<file path="config.mk">
export PLATFORM = sky130hd
export DESIGN_NAME = r2nv_csc
export DESIGN_NICKNAME = d
export VERILOG_FILES = /design/src/rtl/core/rgb_to_nv12_converter_macros.svh /design/src/rtl/core/r2nv_pkg.sv /design/src/rtl/core/r2nv_csc.sv
export SDC_FILE = /design/constraint.sdc
export NUM_CORES = 1
export LEC_CHECK = 0
export ABC_CLOCK_PERIOD_IN_PS = 4600
export BUFFER_PORTS_ARGS = -buffer_cell sky130_fd_sc_hd__buf_2
export CAP_MARGIN = 20
export CORE_AREA = 8 8 270 272
export DETAILED_ROUTE_END_ITERATION = 8
export DIE_AREA = 0 0 278 280
export PLACE_DENSITY = 0.62
export SYNTH_ARGS = -nofsm -noshare
export SYNTH_HDL_FRONTEND = slang
export SYNTH_SLANG_ARGS = --single-unit
</file>
<file path="constraint.sdc">
create_clock -name clk -period 4.6 [get_ports clk]
set_input_delay 0.46 -clock clk [delete_from_list [all_inputs] [get_ports clk]]
set_output_delay 0.46 -clock clk [all_outputs]
set_load 0.05 [all_outputs]
</file>
<file path="src/rtl/core/rgb_to_nv12_converter_macros.svh">
// Assertion macros shared by the converter RTL.
`ifndef RGB_TO_NV12_CONVERTER_MACROS_SVH
`define RGB_TO_NV12_CONVERTER_MACROS_SVH

// Same-cycle implication, checked on every rising edge outside reset
`define R2NV_ASSERT_NOW(label, ante, cons, msg) \
	label: assert property (@(posedge clk) disable iff (!arst_n) (ante) |-> (cons)) \
		else $error(msg);

// Next-cycle implication, checked on every rising edge outside reset
`define R2NV_ASSERT_NEXT(label, ante, cons, msg) \
	label: assert property (@(posedge clk) disable iff (!arst_n) (ante) |=> (cons)) \
		else $error(msg);

`endif

</file>
<file path="src/rtl/core/r2nv_pkg.sv">
// Shared types, sizes and colour coefficients for the RGB to NV12 converter.
package r2nv_pkg;

	// Largest frame the counters and line store are built for
	localparam int MAX_WIDTH  = 4096;
	localparam int MAX_HEIGHT = 4096;

	// Size registers and counters
	localparam int SIZE_W     = 13;
	localparam int CMP_W      = SIZE_W + 1;
	localparam int COL_W      = $clog2(MAX_WIDTH);
	localparam int ROW_W      = (MAX_HEIGHT > 2) ? $clog2(MAX_HEIGHT) : 1;
	localparam int WIDTH_TOP  = MAX_WIDTH - (MAX_WIDTH % 2);
	localparam int HEIGHT_TOP = MAX_HEIGHT - (MAX_HEIGHT % 2);

	// Line store: one entry per column pair
	localparam int STORE_DEPTH = MAX_WIDTH / 2;
	localparam int SLOT_W      = COL_W - 1;
	localparam int SUM_W       = 9;
	localparam int ENTRY_W     = 2 * SUM_W;

	// Plane indices
	localparam int LUMA_IDX_W   = 24;
	localparam int CHROMA_IDX_W = 22;

	// Register indices of the write port
	localparam logic REG_FRAME_WIDTH  = 1'b0;
	localparam logic REG_FRAME_HEIGHT = 1'b1;

	localparam logic [SIZE_W-1:0] RESET_WIDTH  = SIZE_W'(640);
	localparam logic [SIZE_W-1:0] RESET_HEIGHT = SIZE_W'(480);

	// Plane kinds on the result channel
	localparam logic KIND_LUMA   = 1'b0;
	localparam logic KIND_CHROMA = 1'b1;

	// BT.601 studio swing coefficients, 16 fractional bits, mod 2^24 arithmetic
	localparam int COEF_W = 24;
	localparam logic [COEF_W-1:0] Y_R   = 24'd16843;
	localparam logic [COEF_W-1:0] Y_G   = 24'd33030;
	localparam logic [COEF_W-1:0] Y_B   = 24'd6423;
	localparam logic [COEF_W-1:0] Y_OFS = 24'd16 << 16;
	localparam logic [COEF_W-1:0] CB_R  = 24'd9699;
	localparam logic [COEF_W-1:0] CB_G  = 24'd19071;
	localparam logic [COEF_W-1:0] CB_B  = 24'd28770;
	localparam logic [COEF_W-1:0] CR_R  = 24'd28770;
	localparam logic [COEF_W-1:0] CR_G  = 24'd24117;
	localparam logic [COEF_W-1:0] CR_B  = 24'd4653;
	localparam logic [COEF_W-1:0] C_OFS = 24'd128 << 16;

	// Raster position of one pixel as it travels down the pipeline
	typedef struct packed {
		logic                    col_odd;
		logic                    row_odd;
		logic [SLOT_W-1:0]       slot;
		logic [LUMA_IDX_W-1:0]   luma_idx;
		logic [CHROMA_IDX_W-1:0] chroma_idx;
	} pix_ctl_t;

endpackage

</file>
<file path="src/rtl/core/r2nv_csc.sv">
// Two-stage colour space conversion: coefficient products, then Y, Cb, Cr.
module r2nv_csc (
	input  logic               clk,
	input  logic               en,
	input  logic [7:0]         blue,
	input  logic [7:0]         green,
	input  logic [7:0]         red,
	input  r2nv_pkg::pix_ctl_t ctl,
	output logic [7:0]         y_s2,
	output logic [7:0]         cb_s2,
	output logic [7:0]         cr_s2,
	output r2nv_pkg::pix_ctl_t ctl_s2
);
	import r2nv_pkg::*;

	logic [COEF_W-1:0] yr_s1, yg_s1, yb_s1;
	logic [COEF_W-1:0] cbr_s1, cbg_s1, cbb_s1;
	logic [COEF_W-1:0] crr_s1, crg_s1, crb_s1;
	pix_ctl_t          ctl_s1;
	logic [COEF_W-1:0] y_sum, cb_sum, cr_sum;

	// Stage 1: the nine products
	always_ff @(posedge clk) begin
		if (en) begin
			yr_s1  <= COEF_W'(red)   * Y_R;
			yg_s1  <= COEF_W'(green) * Y_G;
			yb_s1  <= COEF_W'(blue)  * Y_B;
			cbr_s1 <= COEF_W'(red)   * CB_R;
			cbg_s1 <= COEF_W'(green) * CB_G;
			cbb_s1 <= COEF_W'(blue)  * CB_B;
			crr_s1 <= COEF_W'(red)   * CR_R;
			crg_s1 <= COEF_W'(green) * CR_G;
			crb_s1 <= COEF_W'(blue)  * CR_B;
			ctl_s1 <= ctl;
		end
	end

	// Sums wrap at 24 bits; the integer part sits in bits 23:16
	assign y_sum  = yr_s1 + yg_s1 + yb_s1 + Y_OFS;
	assign cb_sum = C_OFS + cbb_s1 - cbr_s1 - cbg_s1;
	assign cr_sum = C_OFS + crr_s1 - crg_s1 - crb_s1;

	// Stage 2: truncated components
	always_ff @(posedge clk) begin
		if (en) begin
			y_s2   <= y_sum[23:16];
			cb_s2  <= cb_sum[23:16];
			cr_s2  <= cr_sum[23:16];
			ctl_s2 <= ctl_s1;
		end
	end

endmodule

</file>
# [Word-level counts from Yosys, hierarchy flattened]
# Index checks and enable logic that the tools add are counted.
[totals] reg_bits=342 wordCells=40
[classes] n_addsub=9 multipliers=9
[ops] cell="$mul 8x15->23 const B" n=4
[ops] cell="$mul 8x14->22 const B" n=3
[ops] cell="$add 24x23->24 const A" n=2
[ops] cell="$sub 24x23->24" n=2
[ops] cell="$mul 8x13->21 const B" n=2
[ops] cell="$add 23x24->24" n=1
[ops] cell="$add 24x21->24" n=1
[ops] cell="$add 24x21->24 const B" n=1
[ops] cell="$sub 24x21->24" n=1
[ops] cell="$sub 24x22->24" n=1

# [Logic depth before layout (Yosys ltp)]
[logic_depth] depth_word=3 mapped_depth=17

# [Least setup slack after synthesis]
# OpenSTA, ideal clock, no wires.
[synth_path] path_type="in2reg" from="input port green[5]" to="register cbg_s1[22] (data pin)" cell_stages=15 t_arrival_ns=4.230 setup_time_ns=0.254 n_path_buf=0 path_slack_ns=0.116 cell_sequence="fa_1 > inv_1 > fa_1 > fa_1 > inv_1 > fa_1 > ha_1 > a21o_1 > a21oi_1 > o21ai_0 > a21oi_1 > o21ai_0 > a21oi_1 > o21ai_0 > a21o_1"
[synth_via] elab_chain_len=1
[synth_lines] item="start, declared" line="r2nv_csc.sv:6" text="input logic [7:0] green,"
[synth_lines] item="$mul 8x15->23" line="r2nv_csc.sv:29" text="cbg_s1 <= COEF_W'(green) * CB_G;"
[synth_lines] item="end signal, assigned" line="r2nv_csc.sv:29"
[synth_lines] item="end, declared" line="r2nv_csc.sv:17" text="logic [COEF_W-1:0] cbr_s1, cbg_s1, cbb_s1;"
# No other way between the ends.
# A chain may end at the register's enable or synchronous reset.

# [Final worst setup path]
[layout_path] from="input port green[6]" to="register crg_s1[19] (data pin)"
[layout_via] elab_chain_len=1
[layout_lines] item="$mul 8x15->23" line="r2nv_csc.sv:32" text="crg_s1 <= COEF_W'(green) * CR_G;"
[layout_lines] item="end signal, assigned" line="r2nv_csc.sv:32"
[layout_lines] item="end, declared" line="r2nv_csc.sv:18" text="logic [COEF_W-1:0] crr_s1, crg_s1, crb_s1;"
# No other way between the ends.

==> metrics.md <==
| Metric | Value |
|---|---|
| Status | finished, final reports clean |
| Cell Rows | 97 |
| Crit-path max FO | 11 |
| Area leader, netlist | edfxtp_1 |
| Leak | 0.01527 uW |
| Top cells by area, synth | edfxtp_1 (37%), ha_1 (23%), fa_1 (15%) |
| Post-CTS setup buffers | 0 |
| Syn_area_per_cell | 11.86 um2 |
| Max-Cap Viols | 0 |
| Clock skew | 0.01912 ns |
| Mapped Nets | 3084 |
| Average via count per standard cell | 5.018 |
| Total Die Area | 77840 um2 |
| Async SR Flop Fraction | 0 |
| Wirelength per Cell | 18.43 um |
| Core area | 68940 um2 |
| Max Buffers Root-to-Sink | 3 |
| Top-area cell type share of the netlist area | 0.3665 |
| Vias | 17980 |
| # H-tree levels | 2 |
| Flops & latches, synth | 332 |
| Final Max Tran Viols | 0 |
| Primary FF master, synth | edfxtp_1 |
| Post-Syn Area | 27200 um2 |
| Final Worst Setup Slack | 0.3944 ns |
| Sequential fraction of the synthesis area | 0.3665 |
| RSZ-0062 raised after global routing | no |
| Global-route wire length before repair | 105300 um |
| Worst r2r src | yr_s1[3]$_DFFE_PP_ |
| Final ANT Viol Nets | 0 |
| Worst slack at placement | -0.1318 ns |
| Die Y-Extent | 280 um |
| Post-synthesis cell type count | 64 |
| Least-Margin Pin Slew | 0.9609 ns |
| Root Buffer | clkbuf_16 |
| Die Width | 278 um |
| Tmin final | 4.206 ns |
| Setup violators final | 0 |
| Critical path's largest stage delay | 0.51 ns |
| Mapped Cells | 2293 |
| I/O pins | 168 |
| Buffers on Ports | 167 |
| # DRC | 0 |
| Clock-pin slew on the worst setup and hold paths | 0.06 ns |
| Vias in the first global route | 18980 |
| CP max-delay cell | a2111oi_0 |
| Fin crit share | 0.9143 |
| # fillers | 6218 |
| Detail Placement HPWL | 55390 um |
| Gr usage total | 0.1706 |
| Clock sink total | 332 |
| WP data required | 4.96 ns |
| Initial Utilization | 0.3946 |
| CTS tree | done |
| Drt first pass iters | 5 |
| CP startpoint | green[6] |
| GPL Wtd Cong | 0.9235 |
| CTS buffer count | 39 |
| Post-route setup TNS | 0 ns |
| Setup crit end kind | flop |
| Clk_lat worst skew | 0.55 ns |
| Area delta synth->final | 16.28% |
| Post-synth EDFFs | 332 |
| Final nets | 3456 |
| CP arrival | 4.56 ns |
| Max VDD drop | 0.0003640 V |
| Post_cts resized | 0 |
| Number of diodes | 0 |
| WL final | 66010 um |
| Grt total ovfl | 0 |
| Worst slew margin | 0.3594 |
| CTS Hold Bufs | 0 |
| FMAX | 237.8 MHz |
| Final Hold Fails | 0 |
| Hold WC Path Type | in2reg |
| Initial antenna violation count | 0 |
| Power per cell area | 613.3 nW/um2 |
| Crit path cell chain | buf_2 > buf_4 > inv_1 > ha_1 > fa_1 > fa_1 > inv_1 > fa_1 > ha_1 > a21o_1 > a21oi_1 > nand2_1 > o21ai_0 > o21ai_0 > a2111oi_0 > a41oi_1 > o311ai_0 |
| Worst Setup Start Kind | primary input |
| Synthesis Warnings | 0 |
| Hold Startpoint | ctl[25] |
| Crit-path most repeated cell | fa_1 |
| 1st-iter DRT viols | 1042 |
| Critical path class | in2reg |
| Layout cells sized above 1 | 0.1486 |
| Largest net degree at the start of global routing | 117 |
layout make-up:
cell class	count	area (um2)	area share
Clock buffer	46	1002	0.03169
Clock inverter	21	205.2	0.006488
Inverter	435	1633	0.05162
Multi-Input combinational cell	1525	15600	0.4931
Sequential cell	332	9970	0.3152
Tap cell	891	1115	0.03525
Timing Repair Buffer	332	2110	0.06670
cell usage in the layout, fill, tap and decap left out, types with 4 or more instances in the layout:
master	count
o2111ai_1	4
xor2_1	42
nor4_1	5
a21boi_0	5
ha_1	501
a21oi_1	111
buf_4	163
clkinv_2	5
clkbuf_16	39
clkinv_1	7
o41ai_1	5
xnor2_1	110
nand2_1	61
or4_1	4
nand3_1	26
fa_1	205
a211oi_1	14
o21ai_0	60
buf_2	166
nor2_1	79
nor3_1	18
a21o_1	69
inv_1	435
and3_1	12
or2_2	6
o31ai_1	11
nor2b_1	19
or3_1	8
nand4_1	5
a31oi_1	19
a2111oi_0	4
o211ai_1	14
o21bai_1	16
nand2b_1	18
o21a_1	20
edfxtp_1	332
clkbuf_1	7
and2_1	5
flip-flops by register name (all words and copies together), names as in the netlist:
register  count
cb_s2         8
cbb_s1       20
cbg_s1       22
cbr_s1       21
cr_s2         8
crb_s1       21
crg_s1       23
crr_s1       22
ctl_s1       59
ctl_s2       59
y_s2          8
yb_s1        20
yg_s1        21
yr_s1        20
per-stage QoR:
stage                     std cells  hold slack (ns)  total power, uW  cell area [um2]    util
after floorplan                2293           0.4003            12920            27200       -
after global placement         3515           0.4004            16250            30420  0.4413
after detailed placement       3515           0.4045            16520            30420  0.4413
after CTS                      3582          0.03739            19620            31630  0.4588
after global routing           3582          0.05718            21180            31630  0.4588
final                          3582          0.08654            19400            31630  0.4588
per-layer routing:
metal | track usage | up-vias | part of all wire
met5 | 0 | - | 0
met4 | 0.05455 | 0 | 0.035
met3 | 0.02478 | 113 | 0.049
met2 | 0.2930 | 434 | 0.48
met1 | 0.2214 | 8691 | 0.44
li1 | - | 8737 | -
synthesized netlist by cell type, drive strengths merged, types with 4 or more instances:
master and instances:
nand2b 18, nor3 18, a21boi 7, and2 5, o211ai 14, and3 13
edfxtp 332, or4 4, nor4 5, a2111oi 4, o41ai 5, or3 9
or2 6, a31oi 19, nand3 26, nand2 61, fa 205, nand4 5
o2111ai 4, a21o 69, ha 501, o21a 20, o21ai 63, a21oi 112
nor2b 19, a211oi 14, o31ai 11, o21bai 16, inv 435, xnor2 110
xor2 42, nor2 79
worst max-delay path, delay by kind of cell:
family	cells	cell delay, ns
adder cells (fa/ha/maj)	5	2.06
AND/OR/NAND/NOR	1	0.07
buffers and inverters	4	0.45
AO/OA/AOI/OAI	7	1.54
final timing paths:
kind,to,slack (ns),cells past startpoint
max reg2reg,y_s2[2]$_DFFE_PP_,1.00,11
max,crg_s1[19]$_DFFE_PP_,0.39,17
min,ctl_s1[25]$_DFFE_PP_,0.09,1
min reg2reg,ctl_s2[28]$_DFFE_PP_,0.41,0
power breakdown:
part           internal [uW]  switching (uW)  total [uW]
sequential              4680             415        5090
clock                   1730            1190        2920
combinational           4950            6430       11400
total                  11400            8040       19400
logic make-up (layout without fill, tap and decap cells):
| logic type | Yosys count | after routing | synth area share |
|---|---|---|---|
| xor+xnor | 152 | 152 | 0.04894 |
| mux | 1 | 1 | 0.0003680 |
| buf+inv | 436 | 834 | 0.06017 |
| flops | 332 | 332 | 0.3665 |
| simple gates | 280 | 280 | 0.05069 |
| fa+ha+maj | 706 | 706 | 0.3813 |
| compound gates | 386 | 386 | 0.09200 |
No activity file was read; power rests on OpenSTA's default activity.
