==> config.mk <==
export PLATFORM = sky130hd
export DESIGN_NAME = r2nv_ctrl
export DESIGN_NICKNAME = d
export VERILOG_FILES = /design/src/rtl/core/rgb_to_nv12_converter_macros.svh /design/src/rtl/core/r2nv_pkg.sv /design/src/rtl/core/r2nv_ctrl.sv
export SDC_FILE = /design/constraint.sdc
export NUM_CORES = 1
export LEC_CHECK = 0
export BUFFER_PORTS_ARGS = -buffer_cell sky130_fd_sc_hd__clkbuf_2
export CAP_MARGIN = 20
export CORE_AREA = 5 5 122 124
export CTS_BUF_LIST = sky130_fd_sc_hd__clkbuf_16
export CTS_CLUSTER_SIZE = 12
export DETAILED_ROUTE_END_ITERATION = 8
export DIE_AREA = 0 0 127 129
export PLACE_DENSITY = 0.77
export SYNTH_ARGS = -nofsm -noshare
export SYNTH_HDL_FRONTEND = slang
export SYNTH_SLANG_ARGS = --single-unit
==> constraint.sdc <==
create_clock -name clk -period 7.4 [get_ports clk]
set_input_delay 0.37 -clock clk [delete_from_list [all_inputs] [get_ports clk]]
set_output_delay 0.37 -clock clk [all_outputs]
set_load 0.01 [all_outputs]
==> src/rtl/core/rgb_to_nv12_converter_macros.svh <==
// Assertion macros shared by the converter RTL.
`ifndef RGB_TO_NV12_CONVERTER_MACROS_SVH
`define RGB_TO_NV12_CONVERTER_MACROS_SVH

// Same-cycle implication, checked on every rising edge outside reset
`define R2NV_ASSERT_NOW(label, ante, cons, msg) \
	label: assert property (@(posedge clk) disable iff (!arst_n) (ante) |-> (cons)) \
		else $error(msg);

// Next-cycle implication, checked on every rising edge outside reset
`define R2NV_ASSERT_NEXT(label, ante, cons, msg) \
	label: assert property (@(posedge clk) disable iff (!arst_n) (ante) |=> (cons)) \
		else $error(msg);

`endif

==> src/rtl/core/r2nv_pkg.sv <==
// Shared types, sizes and colour coefficients for the RGB to NV12 converter.
package r2nv_pkg;

	// Largest frame the counters and line store are built for
	localparam int MAX_WIDTH  = 4096;
	localparam int MAX_HEIGHT = 4096;

	// Size registers and counters
	localparam int SIZE_W     = 13;
	localparam int CMP_W      = SIZE_W + 1;
	localparam int COL_W      = $clog2(MAX_WIDTH);
	localparam int ROW_W      = (MAX_HEIGHT > 2) ? $clog2(MAX_HEIGHT) : 1;
	localparam int WIDTH_TOP  = MAX_WIDTH - (MAX_WIDTH % 2);
	localparam int HEIGHT_TOP = MAX_HEIGHT - (MAX_HEIGHT % 2);

	// Line store: one entry per column pair
	localparam int STORE_DEPTH = MAX_WIDTH / 2;
	localparam int SLOT_W      = COL_W - 1;
	localparam int SUM_W       = 9;
	localparam int ENTRY_W     = 2 * SUM_W;

	// Plane indices
	localparam int LUMA_IDX_W   = 24;
	localparam int CHROMA_IDX_W = 22;

	// Register indices of the write port
	localparam logic REG_FRAME_WIDTH  = 1'b0;
	localparam logic REG_FRAME_HEIGHT = 1'b1;

	localparam logic [SIZE_W-1:0] RESET_WIDTH  = SIZE_W'(640);
	localparam logic [SIZE_W-1:0] RESET_HEIGHT = SIZE_W'(480);

	// Plane kinds on the result channel
	localparam logic KIND_LUMA   = 1'b0;
	localparam logic KIND_CHROMA = 1'b1;

	// BT.601 studio swing coefficients, 16 fractional bits, mod 2^24 arithmetic
	localparam int COEF_W = 24;
	localparam logic [COEF_W-1:0] Y_R   = 24'd16843;
	localparam logic [COEF_W-1:0] Y_G   = 24'd33030;
	localparam logic [COEF_W-1:0] Y_B   = 24'd6423;
	localparam logic [COEF_W-1:0] Y_OFS = 24'd16 << 16;
	localparam logic [COEF_W-1:0] CB_R  = 24'd9699;
	localparam logic [COEF_W-1:0] CB_G  = 24'd19071;
	localparam logic [COEF_W-1:0] CB_B  = 24'd28770;
	localparam logic [COEF_W-1:0] CR_R  = 24'd28770;
	localparam logic [COEF_W-1:0] CR_G  = 24'd24117;
	localparam logic [COEF_W-1:0] CR_B  = 24'd4653;
	localparam logic [COEF_W-1:0] C_OFS = 24'd128 << 16;

	// Raster position of one pixel as it travels down the pipeline
	typedef struct packed {
		logic                    col_odd;
		logic                    row_odd;
		logic [SLOT_W-1:0]       slot;
		logic [LUMA_IDX_W-1:0]   luma_idx;
		logic [CHROMA_IDX_W-1:0] chroma_idx;
	} pix_ctl_t;

endpackage

==> src/rtl/core/r2nv_ctrl.sv <==
// Frame size registers and raster counters that place each accepted pixel.
module r2nv_ctrl (
	input  logic                     clk,
	input  logic                     arst_n,
	input  logic                     cfg_write,
	input  logic                     cfg_index,
	input  logic [r2nv_pkg::SIZE_W-1:0] cfg_data,
	input  logic                     accept,
	input  logic                     start_of_frame,
	output r2nv_pkg::pix_ctl_t       ctl
);
	import r2nv_pkg::*;

	logic [SIZE_W-1:0]       frame_width_q, frame_height_q;
	logic [SIZE_W-1:0]       w_use, h_use;
	logic [COL_W-1:0]        col_q;
	logic [ROW_W-1:0]        row_q;
	logic [LUMA_IDX_W-1:0]   luma_q;
	logic [CHROMA_IDX_W-1:0] chroma_q;

	logic [CMP_W-1:0]        cur_c, cur_r, nxt_c, nxt_r;
	logic [LUMA_IDX_W-1:0]   cur_li, nxt_li;
	logic [CHROMA_IDX_W-1:0] cur_ci, nxt_ci;

	// Size registers, bit 0 dropped on write
	always_ff @(posedge clk or negedge arst_n) begin
		if (!arst_n) begin
			frame_width_q  <= RESET_WIDTH;
			frame_height_q <= RESET_HEIGHT;
		end else if (cfg_write) begin
			case (cfg_index)
				REG_FRAME_WIDTH:  frame_width_q  <= {cfg_data[SIZE_W-1:1], 1'b0};
				REG_FRAME_HEIGHT: frame_height_q <= {cfg_data[SIZE_W-1:1], 1'b0};
				default:          ;
			endcase
		end
	end

	// Sizes in use, held to 2..max
	always_comb begin
		if (frame_width_q < SIZE_W'(2)) begin
			w_use = SIZE_W'(2);
		end else if (int'(frame_width_q) > WIDTH_TOP) begin
			w_use = SIZE_W'(WIDTH_TOP);
		end else begin
			w_use = frame_width_q;
		end
		if (frame_height_q < SIZE_W'(2)) begin
			h_use = SIZE_W'(2);
		end else if (int'(frame_height_q) > HEIGHT_TOP) begin
			h_use = SIZE_W'(HEIGHT_TOP);
		end else begin
			h_use = frame_height_q;
		end
	end

	// Position of this pixel, then the position of the next one
	always_comb begin
		cur_c  = CMP_W'(col_q);
		cur_r  = CMP_W'(row_q);
		cur_li = luma_q;
		cur_ci = chroma_q;
		if (start_of_frame) begin
			cur_c  = '0;
			cur_r  = '0;
			cur_li = '0;
			cur_ci = '0;
		end
		// counters left beyond a smaller size
		if (cur_c >= CMP_W'(w_use)) begin
			cur_c = '0;
			cur_r = cur_r + CMP_W'(1);
		end
		if (cur_r >= CMP_W'(h_use)) begin
			cur_c  = '0;
			cur_r  = '0;
			cur_li = '0;
			cur_ci = '0;
		end

		nxt_li = cur_li + LUMA_IDX_W'(1);
		nxt_ci = cur_ci + CHROMA_IDX_W'(cur_c[0] & cur_r[0]);
		nxt_c  = cur_c + CMP_W'(1);
		nxt_r  = cur_r;
		if (nxt_c >= CMP_W'(w_use)) begin
			nxt_c = '0;
			nxt_r = cur_r + CMP_W'(1);
			if (nxt_r >= CMP_W'(h_use)) begin
				nxt_r  = '0;
				nxt_li = '0;
				nxt_ci = '0;
			end
		end
	end

	assign ctl.col_odd    = cur_c[0];
	assign ctl.row_odd    = cur_r[0];
	assign ctl.slot       = cur_c[COL_W-1:1];
	assign ctl.luma_idx   = cur_li;
	assign ctl.chroma_idx = cur_ci;

	// Counter update per accepted beat
	always_ff @(posedge clk or negedge arst_n) begin
		if (!arst_n) begin
			col_q    <= '0;
			row_q    <= '0;
			luma_q   <= '0;
			chroma_q <= '0;
		end else if (accept) begin
			col_q    <= nxt_c[COL_W-1:0];
			row_q    <= nxt_r[ROW_W-1:0];
			luma_q   <= nxt_li;
			chroma_q <= nxt_ci;
		end
	end

endmodule

* Yosys cells after proc, flatten, opt, wreduce, memory -nomap -nowiden
Cells that the tools add are included.
Word-level totals: register bits after elaboration 94, bits of input ports 19, output and inout port bits 59
Cells by class: add/sub/neg operators 5, $lt $le $gt $ge 8, muxes and demuxes 21, bitwise operators 2, reduce and logical (&&, ||, !) cells 2
Operators by type and width (number):
- $mux 24 | 4
- $mux 22 | 4
- $mux 12 | 5
- $ge 14x13->1 | 4
- $mux 14 | 4
- $mux 13 | 4
- $add 14x1->14 const B | 3
- $gt 13x13->1 const B | 2
- $lt 13x2->1 const B | 2
- $add 24x1->24 const B | 1
- $add 22x1->22 | 1
- $reduce_and 2->1 | 2
- $and 1x1->1 | 1
- $not 1->1 | 1

* Logic depth before layout (Yosys ltp)
Gate-level depths: netlist of run 1.
depth in word-level cells 11, mapped depth 39, gate-level depth less buffers 36

* Worst setup path after synthesis of run 1
OpenSTA, ideal clock, no wires.
kind register to register, from reg frame_width_q[12], to reg chroma_q[16], setup time 0.126 ns, data arrival time 7.496 ns, required time 7.274 ns, setup slack -0.222 ns, cell stages (with the launch flop) 37, buffers on the path 4, cells stage by stage dfrtp_1 inv_1 clkbuf_1 nand2_1 ha_1 nand3b_4 nor3_2 nor2_4 a21boi_2 buf_2 o31a_1 o21a_2 ha_1 a21o_1 a21oi_1 o21a_1 nand2_1 nor4_4 clkbuf_1 and3_1 ha_1 nand3_1 nor2_1 and2_1 nand4_1 nor2_1 xnor2_1 nor2_1 ha_1 nand4_1 a2111oi_1 a311oi_2 o31ai_2 clkbuf_1 a21oi_1 o21ai_1 o31ai_1
RTL lines:
- start, declared | line r2nv_ctrl.sv:14 | logic [SIZE_W-1:0] frame_width_q, frame_height_q;
- start signal, assigned | line r2nv_ctrl.sv:32 | REG_FRAME_WIDTH: frame_width_q <= {cfg_data[SIZE_W-1:1], 1'b0};
- end signal, assigned | line r2nv_ctrl.sv:113 | chroma_q <= nxt_ci;
- end, declared | line r2nv_ctrl.sv:19 | logic [CHROMA_IDX_W-1:0] chroma_q;

* Final worst setup path of run 1
from reg frame_width_q[11], to reg luma_q[16]
On the way: word-level cells in the longest chain between the ends 11
RTL lines:
- $gt 13x13->1 | line r2nv_ctrl.sv:43 | end else if (int'(frame_width_q) > WIDTH_TOP) begin
- $mux 13 | line r2nv_ctrl.sv:43
- $mux 13 * | line r2nv_ctrl.sv:41 | if (frame_width_q < SIZE_W'(2)) begin
- $ge 14x13->1 | line r2nv_ctrl.sv:70 | if (cur_c >= CMP_W'(w_use)) begin
- $mux 14 | line r2nv_ctrl.sv:70
- $ge 14x13->1 | line r2nv_ctrl.sv:74 | if (cur_r >= CMP_W'(h_use)) begin
- $mux 14 | line r2nv_ctrl.sv:74
- $add 14x1->14 | line r2nv_ctrl.sv:87 | nxt_r = cur_r + CMP_W'(1);
- $ge 14x13->1 | line r2nv_ctrl.sv:88 | if (nxt_r >= CMP_W'(h_use)) begin
- $mux 24 | line r2nv_ctrl.sv:88
- $mux 24 * | line r2nv_ctrl.sv:85 | if (nxt_c >= CMP_W'(w_use)) begin
- end signal, assigned | line r2nv_ctrl.sv:112 | luma_q <= nxt_li;
- end, declared | line r2nv_ctrl.sv:18 | logic [LUMA_IDX_W-1:0] luma_q;
Every way passes the cells marked *; elsewhere a longest branch is shown, timed or not. A chain may end at the register's enable or synchronous reset.

==> results.yml, run 1 <==
synthesis:
  synth.most_common_cell: "sky130_fd_sc_hd__nand2_1"
  share_of_async_settable_or_async_resettable_flops_after_synthesis_pct: 100
  synthesized_flop_and_latch_total: 94
  avgSynthCellArea_sq_um: 8.32
  synth.top_cell.area_share_pct: 30.0
  ys_top_cells_by_count: "124 x sky130_fd_sc_hd__nand2_1, 88 x sky130_fd_sc_hd__dfrtp_1, 68 x sky130_fd_sc_hd__nor2_1"
  ys.warnings.count: 0
  syn_area_sq_um: 7330
  synthDistinctLibCells: 82
  ys_seq_area_share_pct: 32.2
  synth-main-ff-cell: "sky130_fd_sc_hd__dfrtp_1"
  syn-instance-count: 881
  ys_top_cells_by_area: "sky130_fd_sc_hd__dfrtp_1 30%, sky130_fd_sc_hd__ha_1 8.9%, sky130_fd_sc_hd__nand2_1 6.4%"
  synth_enable_flop_cells: 0
  synthesis.nets: 952
  synth_area_leader_cell: "sky130_fd_sc_hd__dfrtp_1"
grt:
  grt_util_all_layers_pct: 25.8
  grt_max_degree: 73
  global_route_wire_length_before_repair_um: 34400
  number_of_antenna_violations_at_the_first_check_in_global_routing: 0
  gr-total-overflow: 0
  grt_pass1_vias: 6904
pwr:
  max-vdd-ir-drop_uv: 119
  power_density_nw_per_um2: 187
  power.total_mw: 1.66
  share_seq_of_total_power_pct: 35.6
  power.static_leakage_nw: 4.03
  pwr-share-clk_pct: 30.9
  p_sw_mw: 0.586
  comb_power_share_pct: 33.5
  intPower_mw: 1.08
  switching_share_of_power_pct: 35.2
sta:
  clock.fmax_mhz: 139
  final-hold-violation-count: 0
  timing.final.max_slew_violations: 0
  maxSlewHeadroom_pct: 34.5
  timing.final.crit_share_pct: 97.1
  postLayoutSetupSlackWorst_ns: 0.215
  setup_viol: 0
  worst_pin_slew_ns: 0.980
  fin_clk_skew_ns: 0.00613
  final.min_clock_period_ns: 7.19
clocking:
  clock_sinks: 94
  clk_pin_slew_ns: 0.07
  numCtsBuffers: 9
  cts-root-to-sink-buffers: 2
  cts_tree: "yes"
  root_buffer: "sky130_fd_sc_hd__clkbuf_16"
  clk_latency_ns: 0.35
  htreeDepth: 3
routing:
  met2RoutedLength_um: 10600
  detail_route.vias_per_cell: 6.15
  drtAntennaViolNets: 0
  detail_route.wirelength_um: 21500
  detailedRoute.firstIterationViolations: 716
  tritonroute_pass_1_iters: 5
  m1WireLength_um: 9060
  top_layer_used: "met4"
  drc_errors: 0
  dr_wl_met3_um: 1410
  routedWlPerCell_um: 18.2
  routed-via-count: 7266
die:
  ios: 78
  initial_core_util_pct: 53.6
  coreArea_sq_um: 13700
  row_count: 43
  floorplan.die_area_sq_um: 16400
  die-width_um: 127
  chipHeight_um: 129
hold_path:
  hp-class: "input port to flop"
placed_design:
  dpl.hpwl_um: 15000
  gpl.final_weighted_congestion: 1.02
  buffer_ports.inserted: 76
  detailedPlace.worstSlack_ns: 0.0320
  detailed_place.area_sq_um: 8140
final_layout:
  antennaDiodeCount: 0
  finished_core_util_pct: 65.0
  num-nets-final: 1068
  syn_to_final_growth_pct: 21.1
  layout.cell_area.non_filler_sq_um: 8880
  post_route_cells_drive_above_1_share_pct: 24.6
outcome:
  run_status: "complete, no violations"
worst_setup_path:
  path_class: "flop to flop"
  max_stage_delay_ns: 0.41
  cp.arrival_ns: 7.42
  critical_path.startpoint_type: "flop"
  path_max_fanout: 17
  cp_slowest_cell: "sky130_fd_sc_hd__a2111oi_4"
  crit_path_end_kind: "flop"
  worst_ep_required_time_ns: 7.63
run:
  maxCapViolations: 0
-- area by class of cell --
class	count	area [sq um]
Clock buffer	9	225
Clock inverter	7	97.6
Fill cell	1151	4790
Inverter	20	78.8
Multi-Input combinational cell	726	4920
Sequential cell	94	2360
Tap cell	180	225
Timing Repair Buffer	145	962
Timing Repair inverter	1	7.51
-- metrics by stage --
| step | hold slack, ns | TNS [ns] | instances |
|---|---|---|---|
| after floorplan | 0.0744 | 0 | 881 |
| after global placement | 0.284 | 0 | 1146 |
| after detailed placement | 0.283 | 0 | 1146 |
| after CTS | 0.264 | 0 | 1164 |
| after global routing | 0.283 | -3.06 | 1182 |
| final | 0.269 | 0 | 1182 |
-- worst paths after layout --
path	from	endpoint	slack (ns)	cells after the start
min in group asynchronous	arst_n	luma_q[10]	0.44	2
hold / removal	cfg_data[12]	frame_width_q[12]	0.27	3
hold reg to reg	luma_q[23]	luma_q[23]	0.49	1
setup / recovery	frame_width_q[11]	luma_q[16]	0.21	38
max in group asynchronous	arst_n	frame_width_q[12]	5.67	3
setup reg to reg	frame_width_q[11]	luma_q[16]	0.21	38
-- power by group through the flow --
stage	registers, mW	logic, mW	clock network (mW)
floorplan	0.589	0.328	0
global route	0.597	0.608	0.542
global placement	0.597	0.470	0
detailed placement	0.599	0.481	0
CTS	0.589	0.491	0.516
finish	0.592	0.557	0.513
-- worst max-delay path: cells and delay by family (launching register included) --
kind | cells | cell delay (ns)
xor gates and xnor gates | 2 | 0.40
AOI/OAI and AO/OA | 11 | 1.97
and+or+nand+nor | 16 | 2.35
DFF | 1 | 0.40
adders and majority gates | 4 | 1.09
buffers and inverters | 5 | 0.87
-- state kept, by name, summed over array words and instances (netlist names) --
name,cells
luma_q,24
row_q,12
col_q,12
chroma_q,22
frame_height_q,12
frame_width_q,12
-- kinds of logic (layout without fill, tap and decap cells) --
family          count (synthesis)  count (layout)  share of synthesized area [%]
compound gates                225             225                           20.4
xor+xnor                       26              26                           3.11
fa+ha+maj                      52              52                           8.88
buf+inv                        61             182                           3.69
flops                          94              94                           32.2
mux                            28              28                           4.23
simple gates                  395             395                           27.5
-- cells in the final DEF (no fill, tap or decap), types with 11 or more instances in the layout --
cell type,synthesis,final
sky130_fd_sc_hd__dfrtp_1,88,87
sky130_fd_sc_hd__nor3_1,13,11
sky130_fd_sc_hd__buf_4,1,61
sky130_fd_sc_hd__and3_1,29,28
sky130_fd_sc_hd__xnor2_1,15,13
sky130_fd_sc_hd__nand3_1,35,33
sky130_fd_sc_hd__o21ai_0,27,25
sky130_fd_sc_hd__o21ai_1,57,58
sky130_fd_sc_hd__a21oi_1,32,29
sky130_fd_sc_hd__clkbuf_2,2,75
sky130_fd_sc_hd__nor2_1,68,62
sky130_fd_sc_hd__and2_1,47,47
sky130_fd_sc_hd__nand2_1,124,123
sky130_fd_sc_hd__nor2b_1,18,18
sky130_fd_sc_hd__mux2_2,24,23
sky130_fd_sc_hd__nand4_1,21,21
sky130_fd_sc_hd__inv_1,17,17
sky130_fd_sc_hd__ha_1,52,49
sky130_fd_sc_hd__o31ai_1,16,15
-- per-layer routing --
metal / up-vias / track usage (%)
met3: 41 / 3.24
li1: 3458 / -
met5: - / 0
met4: 0 / 8.64
met2: 291 / 43.6
met1: 3476 / 34.5
-- timing repair --
action	in CTS	in global routing
pin swaps	2	23
resized for setup	3	48
hold buffers	1	0
hold endpoints to repair	22	0
gates cloned	0	2
endpoints found under the setup margin	13	68
buffers inserted	1	16
(Power assumes the default switching activity.)
==> run 2, diff against run 1 <==
- PLACE_DENSITY: 0.77 -> not set
- PLACE_DENSITY_LB_ADDON: not set -> 0.3
==> run 2 against run 1 <==
Against the previous run: the flow now finishes with violations (hold timing); register-to-register slack gained 0.05 ns; via count shrank 2.1%; sequential power is essentially flat; non-clock buffer count shrank 14; clock-buffer cell count is the same; power shrank 1.4%; critical endpoint is now row_q[2]; flip-flop and latch count is the same; die area is the same; largest power group unchanged; worst setup slack gained 0.050 ns; routed wire length shrank 3.2%; design area shrank 1.5%.
==> results.yml, run 2 (synthesis results as in run 1) <==
outcome:
  run_status: "finished, violations left"
  failed_checks: "hold timing"
clocking:
  numCtsBuffers: 9
  clk_pin_slew_ns: 0.07
  cts.hold.buffers_added: 0
  cts_tree: "yes"
  root_buffer: "sky130_fd_sc_hd__clkbuf_16"
  cts-root-to-sink-buffers: 2
  clock_sinks: 94
  htreeDepth: 3
  clk_latency_ns: 0.36
grt:
  grt_util_all_layers_pct: 25.0
  grt_max_degree: 58
  grt_pass1_vias: 6672
  global_route_wire_length_before_repair_um: 33000
  gr-total-overflow: 0
  number_of_antenna_violations_at_the_first_check_in_global_routing: 0
pwr:
  power.static_leakage_nw: 3.96
  comb_power_share_pct: 32.7
  power.total_mw: 1.64
  max-vdd-ir-drop_uv: 218
  share_seq_of_total_power_pct: 36.1
  switching_share_of_power_pct: 35.4
  p_sw_mw: 0.581
  power_density_nw_per_um2: 187
  pwr-share-clk_pct: 31.3
  intPower_mw: 1.06
sta:
  setup_viol: 0
  maxSlewHeadroom_pct: 31.4
  finalSetupTns_ns: 0
  timing.final.max_slew_violations: 0
  fin_clk_skew_ns: 0.0101
  final-hold-violation-count: 9
  timing.final.crit_share_pct: 96.4
  worst_pin_slew_ns: 1.03
  clock.fmax_mhz: 140
  final.min_clock_period_ns: 7.14
  worst_hold_slack_ns: -0.0199
worst_setup_path:
  reg2reg_depth: 33
  worst_ep_required_time_ns: 7.65
  worst_r2r_endpoint: "row_q[2]"
  crit_path_frequent_cell: "sky130_fd_sc_hd__ha_1"
  r2r_start: "frame_width_q[11]"
  path_max_fanout: 6
  cp.arrival_ns: 7.39
  crit_path_start: "frame_width_q[11]"
  cp_slowest_cell: "sky130_fd_sc_hd__dfrtp_1"
  critical_path.startpoint_type: "flop"
  crit_path_end_kind: "flop"
  timing.reg2reg.setup_slack_ns: 0.26
  max_stage_delay_ns: 0.42
  path_class: "flop to flop"
  timing.critical_path.to: "row_q[2]"
routing:
  routed-via-count: 7117
  tritonroute_pass_1_iters: 6
  routedWlPerCell_um: 17.8
  detail_route.vias_per_cell: 6.10
  detailedRoute.firstIterationViolations: 637
  drc_errors: 0
  detail_route.wirelength_um: 20800
  drtAntennaViolNets: 0
final_layout:
  most-common-layout-cells: "122 x sky130_fd_sc_hd__nand2_1, 88 x sky130_fd_sc_hd__dfrtp_1, 75 x sky130_fd_sc_hd__clkbuf_2"
  finished_core_util_pct: 64.0
  largest_register_ff_count: 24
  most_common_cell_after_layout_fill_and_taps_aside: "sky130_fd_sc_hd__nand2_1"
  syn_to_final_growth_pct: 19.3
  num-nets-final: 1053
  filler_cell_count_in_the_final_layout: 1153
  antennaDiodeCount: 0
  regMostFlops: "luma_q"
  post_route_cells_drive_above_1_share_pct: 23.6
  reg_top3: "luma_q x24, chroma_q x22"
placed_design:
  buffer_ports.inserted: 76
  dpl.hpwl_um: 14900
  gpl.final_weighted_congestion: 0.941
run:
  maxCapViolations: 0
die:
  row_count: 43
  floorplan.die_area_sq_um: 16400
  chipHeight_um: 129
  initial_core_util_pct: 53.6
  coreArea_sq_um: 13700
  ios: 78
  die-width_um: 127
hold_path:
  hp-class: "input port to asynchronous set/reset pin"
## run 2: changes by cell type in the layout (fill, tap and decap cells not counted), sizes merged
cell	previous run	this run
clkinv	1	2
clkinvlp	3	0
dlygate4sd3	1	0
clkbuf	85	84
buf	68	56
inv	22	23
## run 2: worst max-delay path, delay by kind of cell, from the launching register on
family	cells	cell delay (ns)
AO/OA/AOI/OAI	8	1.84
adder cells (fa/ha/maj)	4	1.10
AND/OR/NAND/NOR	17	2.94
buffers and inverters	3	0.43
flip-flops	1	0.42
XOR/XNOR	1	0.29
## run 2: how the worst min path moves through the flow
stage	endpoint	slack (ns)	depth (start not counted)
3_3_place_gp	chroma_q[9]	0.40	1
5_1_grt	chroma_q[9]	0.02	1
4_1_cts	chroma_q[9]	0.004	1
3_5_place_dp	chroma_q[9]	0.38	1
6_report	chroma_q[9]	-0.02	1
2_1_floorplan	chroma_q[0]	0.07	0
## run 2: per-stage QoR
step	area, sq um	std cells	worst slack, ns
5_1_grt	8750	1167	-0.0532
2_1_floorplan	7340	881	0.0404
4_1_cts	8470	1159	0.0616
3_5_place_dp	8110	1142	0.00489
6_report	8750	1167	0.265
3_3_place_gp	8110	1142	0.116
## run 2: power by group through the flow
stage	combinational, mW	sequential (mW)	clock (mW)
global placement	0.468	0.597	0
finish	0.536	0.591	0.512
global route	0.583	0.598	0.536
floorplan	0.328	0.589	0
CTS	0.491	0.589	0.516
detailed placement	0.477	0.598	0
## run 2: per-layer routing
layer  vias to the layer above  global-route usage [%]  share of wire, %
li1                       3429                       -                 -
met1                      3390                    32.2                43
met2                       261                    43.2                49
met3                        37                    5.19               6.4
met4                         0                    6.37               1.7
met5                         -                       0                 0
## run 2: final cells by class
class                           instances  area [sq um]  share of cell area, %
Tap cell                              180           225                   2.58
Sequential cell                        94          2360                   27.0
Clock inverter                          7          95.1                   1.09
Timing Repair Buffer                  131           815                   9.31
Clock buffer                            9           225                   2.58
Multi-Input combinational cell        726          4950                   56.6
Inverter                               20          75.1                  0.858
## run 2: repair_timing
| item | 4_1_cts | 5_1_grt |
|---|---|---|
| pin swaps | 2 | 24 |
| gates resized for setup | 6 | 44 |
| setup buffers | 1 | 9 |
| setup endpoints to repair | 9 | 66 |
